### config.mk
export PLATFORM = sky130hd
export DESIGN_NAME = voq_axis
export DESIGN_NICKNAME = d
export VERILOG_FILES = /design/src/rtl/voq_pkg.sv /design/src/rtl/voq_axis.sv
export SDC_FILE = /design/constraint.sdc
export NUM_CORES = 2
export LEC_CHECK = 0
export BUFFER_PORTS_ARGS = -buffer_cell sky130_fd_sc_hd__buf_4
export CAP_MARGIN = 20
export CORE_MARGIN = 2
export CORE_UTILIZATION = 60
export DETAILED_ROUTE_END_ITERATION = 6
export GPL_TIMING_DRIVEN = 1
export PLACE_DENSITY = 0.77
export SLEW_MARGIN = 25
export SYNTH_ARGS = -nofsm -noshare
export SYNTH_HDL_FRONTEND = slang
export SYNTH_SLANG_ARGS = --single-unit
### constraint.sdc
create_clock -name clk -period 11.6 [get_ports clk]
set_clock_uncertainty 0.15 [all_clocks]
set_input_delay 2.32 -clock clk [delete_from_list [all_inputs] [get_ports clk]]
set_output_delay 2.32 -clock clk [all_outputs]
set_load 0.03 [all_outputs]
### src/rtl/voq_pkg.sv
`default_nettype none
package voq_pkg;

  localparam int POS_W  = 32;
  localparam int REL_W  = POS_W + 1;
  localparam int HALF_W = 16;
  localparam int PROD_W = REL_W + HALF_W + 1;
  localparam int SUM_W  = PROD_W + HALF_W;
  localparam int DIM_W  = 13;
  localparam int AREA_W = 2 * DIM_W;
  localparam int VOL_W  = AREA_W + DIM_W;
  localparam int LIN_W  = VOL_W + 1;
  localparam int CFG_W  = 32;
  localparam int CFG_IDX_W = 3;

  localparam logic KIND_WRITE = 1'b0;
  localparam logic KIND_QUERY = 1'b1;

  typedef enum logic [CFG_IDX_W-1:0] {
    REG_ORIGIN_X,
    REG_ORIGIN_Y,
    REG_ORIGIN_Z,
    REG_INV_SCALE,
    REG_DIM_X,
    REG_DIM_Y,
    REG_DIM_Z
  } cfg_reg_t;

  typedef struct packed {
    logic                    kind;
    logic signed [POS_W-1:0] x_pos;
    logic signed [POS_W-1:0] y_pos;
    logic signed [POS_W-1:0] z_pos;
    logic [15:0]             voxel_index;
    logic [7:0]              voxel_value;
  } voq_in_t;

  typedef struct packed {
    logic occupied;
    logic outside;
  } voq_out_t;

  // Load enables of the three front stages of an axis pipe.
  typedef struct packed {
    logic s1;
    logic s2;
    logic s3;
  } stage_en_t;

  typedef struct packed {
    logic rd;
    logic wr;
    logic wbit;
  } mem_req_t;

endpackage
`default_nettype wire

### src/rtl/voq_axis.sv
`default_nettype none
module voq_axis (
  input  logic                              clk,
  input  voq_pkg::stage_en_t                en,
  input  logic signed [voq_pkg::POS_W-1:0]  pos,
  input  logic signed [voq_pkg::POS_W-1:0]  org,
  input  logic [voq_pkg::POS_W-1:0]         scale,
  input  logic [voq_pkg::DIM_W-1:0]         dim,
  output logic [voq_pkg::DIM_W-1:0]         cell_index,
  output logic                              oob
);
  import voq_pkg::*;

  logic signed [REL_W-1:0]  rel;
  logic signed [REL_W-1:0]  rel_next;
  logic signed [PROD_W-1:0] prod_hi;
  logic signed [PROD_W-1:0] prod_lo;
  logic signed [PROD_W-1:0] prod_hi_next;
  logic signed [PROD_W-1:0] prod_lo_next;
  logic [SUM_W-1:0]         sum;
  logic                     in_range;

  assign rel_next = $signed({pos[POS_W-1], pos}) - $signed({org[POS_W-1], org});

  // The scale is split into halves so that each product stays narrow.
  assign prod_hi_next = PROD_W'(rel) * PROD_W'($signed({1'b0, scale[POS_W-1:HALF_W]}));
  assign prod_lo_next = PROD_W'(rel) * PROD_W'($signed({1'b0, scale[HALF_W-1:0]}));

  // Exact product rel * scale; its top part above bit 31 is the floored cell.
  assign sum = {prod_hi, {HALF_W{1'b0}}} + {{HALF_W{prod_lo[PROD_W-1]}}, prod_lo};

  assign in_range = (sum[SUM_W-1:2*HALF_W+DIM_W] == '0) &&
                    (sum[2*HALF_W+DIM_W-1:2*HALF_W] < dim);

  always_ff @(posedge clk) begin
    if (en.s1) begin
      rel <= rel_next;
    end
    if (en.s2) begin
      prod_hi <= prod_hi_next;
      prod_lo <= prod_lo_next;
    end
    if (en.s3) begin
      cell_index <= sum[2*HALF_W+DIM_W-1:2*HALF_W];
      oob        <= !in_range;
    end
  end

endmodule
`default_nettype wire

=== Word level (Yosys, flattened, before mapping) ===
Cells that the tools add are included.

* Bits in registers: 147
* Logic and storage cells: 13

* Reduce and logical (&&, ||, !) cells: 3
* $lt $le $gt $ge: 1
* Multiply operators: 2
* Add/sub/neg operators: 2

{| class="wikitable"
|+ Operator list
! kind !! number
|-
| multiplier 33 x 17 -> 50 bit || 2
|-
| adder 66 bit || 1
|-
| subtractor 32 x 32 -> 33 bit || 1
|-
| logical NOT 21 bit || 1
|-
| < comparator 13 bit || 1
|-
| logical AND 1 bit || 1
|-
| logical NOT 1 bit || 1
|}

=== Depth between registers and ports, before layout ===
* Word-level depth: 4
* Mapped depth: 26
* Mapped depth without buffers: 25

=== Least setup slack after synthesis ===
OpenSTA, ideal clock, no wires.

* Path kind: input to register
* From: in scale[24] (netlist name)
* To: reg prod_hi[43], data pin
* Required time: 11.190 ns
* Setup slack: 2.784 ns
* Data arrival time: 8.406 ns
* Stages on the path: 23
* Cells stage by stage: clkbuf_1 nand2_1 fa_1 inv_1 fa_1 fa_1 fa_1 fa_1 inv_1 fa_1 inv_1 ha_1 a21o_1 a21oi_1 o21ai_1 a2111o_1 o32a_1 a221o_1 a41oi_1 o21ai_1 a211o_1 a21oi_1 xnor2_1

* Cells in the longest elaborated chain, start to end: 1

{| class="wikitable"
|+ RTL lines
! element !! RTL line !! source
|-
| from (decl) || voq_axis.sv:7 || <nowiki>input logic [voq_pkg::POS_W-1:0] scale,</nowiki>
|-
| multiplier 33 x 17 -> 50 bit || voq_axis.sv:26 || <nowiki>assign prod_hi_next = PROD_W'(rel) * PROD_W'($signed({1'b0, scale[POS_W-1:HALF_W]}));</nowiki>
|-
| net prod_hi_next[43] || voq_axis.sv:18 || <nowiki>logic signed [PROD_W-1:0] prod_hi_next;</nowiki>
|-
| to (signal assigned) || voq_axis.sv:40 || <nowiki>prod_hi <= prod_hi_next;</nowiki>
|-
| to (decl) || voq_axis.sv:16 || <nowiki>logic signed [PROD_W-1:0] prod_hi;</nowiki>
|}

The timed path passes the listed nets, and every way through them passes these cells.
A chain may end at the register's enable or synchronous reset.

=== Final worst setup path ===
* From: in scale[18] (netlist name)
* To: reg prod_hi[49], data pin

Same word-level chain as after synthesis.

==> key figures <==
GRT
  • Overflow after GRT: 0
  • Number of global-route vias before repair: between 30000 and 40000
  • GRT Util Overall: a little under a third
  • Initial antenna violation count: 3
  • First-pass GRT wire length: around 180 mm
  • Largest net degree at the start of global routing: 48

Placed design
  • Final GP Congestion: between 0.9 and 1
  • Post-detail-place hpwl: roughly 84 mm
  • Post-place instance area: approximately 0.046 mm2
  • DP Worst Slack: 2.01 ns
  • PortBufs: between 100 and 150

Detailed routing
  • Antenna viol nets, final: 0
  • Initial DRC Count: between 2000 and 2500
  • Wire per inst: roughly 19 um
  • Via-to-Cell Ratio: between 5 and 6
  • Total Wirelength: 111 mm
  • 1st-pass router iterations: 6
  • Residual DRC: 0
  • Via count: roughly 32000

Final layout
  • Layout fillers: 5998
  • Fin area: between 0.04 and 0.05 mm2
  • Sequential Area: 0.00393 mm2
  • Layout area overhead: 5.04%
  • Final design utilization: 63.6%
  • Fin nets: roughly 6300
  • Multi-input logic area: between 0.03 and 0.04 mm2
  • Most common cell after layout, fill and taps aside: inv_1
  • Layout cells sized above 1: under 10%
  • Most frequent cells in the layout: 1232 x inv_1, 1005 x fa_1, 736 x nand2_1

Clock network
  • Post_cts resized: 0
  • Bufs on Longest Clock Path: 2
  • TritonCTS clock tree: built
  • Postcts setup bufs: 0
  • Clk_lat worst skew: just over 0.5 ns
  • Clk slew on worst S/H paths: 0.06 ns
  • Num CTS Buffers: 17
  • Sink Count: 131
  • Hold_buf cts: 0
  • Clk root buf: clkbuf_16
  • CTS H-Tree Depth: 4

Critical path
  • CP endpoint kind: flop
  • Worst path arrival time: approximately 9.2 ns
  • CP Max Fanout: 33
  • Crit Path Category: in -> reg
  • Startpoint type of the worst setup path: primary input
  • Required time of the critical path: 11.69 ns

Min path
  • Hold WC Path Type: reg -> reg

Synthesis
  • Top FF cell, synth: edfxtp_1
  • Async set or reset register ratio after synthesis: 0%
  • Net Count, Synth: 6279
  • Register area share after synthesis: 8.93%
  • Distinct cell type count after synthesis: 65
  • #FFs+latches synth: around 130
  • Syn Inst Count: about 4800
  • Ys Warns: 0
  • Synth Cell Area: 0.0441 mm2
  • Mapped Avg Cell Area: around 9 um2
  • Number of flops mapped to enable cells by yosys: approximately 130

STA
  • Hold Violations, Final: 0
  • Worst-Margin Slew: just over 0.9 ns
  • Max frequency: ~110 MHz
  • Clock period minus final worst setup slack: slightly above 9 ns
  • RSZ-0062 raised after global routing: no
  • TNS Setup: 0 ns
  • Period utilization: 78.9%
  • Final-report setup violation count: 0
  • Relative slew slack: between 30% and 40%
  • Max Slew Vio Count: 0
  • Slack of the critical path: ~2.4 ns

Floorplan
  • Die extent in y: around 280 um
  • Starting Density: 60.5%
  • Cell Rows: 99
  • Die area: 0.0756 mm2
  • Horiz. Die Dim: 275 um
  • Io pins: ~130
  • Core ar.: 0.0728 mm2

Job
  • MaxCap Viol Count: 0

Outcome
  • Status: completed
-- final timing paths --
kind	startpoint	endpoint	slack, ns	cells after the start
setup / recovery	scale[18]	prod_hi[49]	2.44	23
hold / removal	prod_lo[41]	cell_index[9]	0.70	2
setup reg to reg	rel[22]	prod_lo[48]	3.68	23
hold reg to reg	prod_lo[41]	cell_index[9]	0.70	2
-- metal layers --
layer | vias up | global-route usage [%] | wire length, um
li1 | 14300 | - | -
met1 | 16400 | 40.8 | 42900
met2 | 1432 | 52.8 | 53400
met3 | 312 | 5.55 | 9510
met4 | 2 | 14.5 | 5560
met5 | - | 0 | 17
-- per-stage QoR --
stage / cells / hold slack [ns]
floorplan: 4833 / 0.587
global placement: 5744 / 0.678
detailed placement: 5744 / 0.670
CTS: 5776 / 0.693
global route: 5778 / 0.732
finish: 5780 / 0.701
-- registers in the layout (all words and copies together) (netlist names) --
name and flops:
cell_index 13, oob 1, prod_hi 50, prod_lo 34, rel 33
-- worst max-delay path, stage by stage --
cell	delay, ns
buf_4	0.37
nand2_1	0.15
fa_1	0.56
fa_1	0.53
fa_1	0.52
inv_1	0.05
fa_1	0.51
fa_1	0.50
inv_1	0.05
fa_1	0.47
inv_1	0.04
ha_1	0.35
nand4_1	0.18
inv_1	0.09
nand3_1	0.09
a2111oi_0	0.65
o32a_1	0.36
a221o_1	0.33
a41oi_1	0.18
o21ai_1	0.39
nand3_1	0.16
a32oi_1	0.24
xnor2_1	0.09
-- cells in the mapped netlist (6+ instances only) --
cell type | n | area (um2)
inv_1 | 1232 | 4620
fa_1 | 1005 | 20100
nand2_1 | 736 | 2760
and2_1 | 392 | 2450
ha_1 | 328 | 4100
clkbuf_1 | 205 | 769
a21oi_1 | 132 | 661
edfxtp_1 | 131 | 3930
xnor2_1 | 96 | 841
a21o_1 | 86 | 646
o21ai_0 | 66 | 330
nor2_1 | 63 | 236
xor2_1 | 43 | 377
nand3_1 | 32 | 160
o21a_1 | 25 | 188
nor2b_1 | 24 | 150
nand2b_1 | 23 | 144
o21bai_1 | 21 | 158
nor3_1 | 19 | 95.1
nand4_1 | 15 | 93.8
and3_1 | 13 | 81.3
a31oi_1 | 12 | 75.1
o21ai_1 | 11 | 55.1
a211oi_1 | 10 | 75.1
and4_1 | 10 | 87.6
a211o_1 | 9 | 78.8
or3_1 | 6 | 37.5
-- area by class of cell --
| class | instances | area share, % |
|---|---|---|
| multi-input cells | 3262 | 75.0 |
| clock buffers | 18 | 0.927 |
| diodes | 3 | 0.0162 |
| inverters | 1232 | 9.99 |
| flip-flops and latches | 131 | 8.50 |
| repair buffers | 161 | 2.63 |
| well taps | 959 | 2.59 |
| clock inverters | 14 | 0.332 |
-- cells by family (layout without fill, tap and decap cells) --
group	Yosys count	in the layout	share of synthesized area, %
multiplexers	2	2	0.0454
flip-flops	131	131	8.93
XOR/XNOR	139	139	2.76
other	0	3	0
adder cells (fa/ha/maj)	1333	1333	55.0
AND/OR/NAND/NOR	1355	1355	14.7
buffers and inverters	1440	1425	12.3
AO/OA/AOI/OAI	433	433	6.37
Power is not shown: default switching activity piles up to over one toggle a cycle in this logic, so the estimate is an artifact.
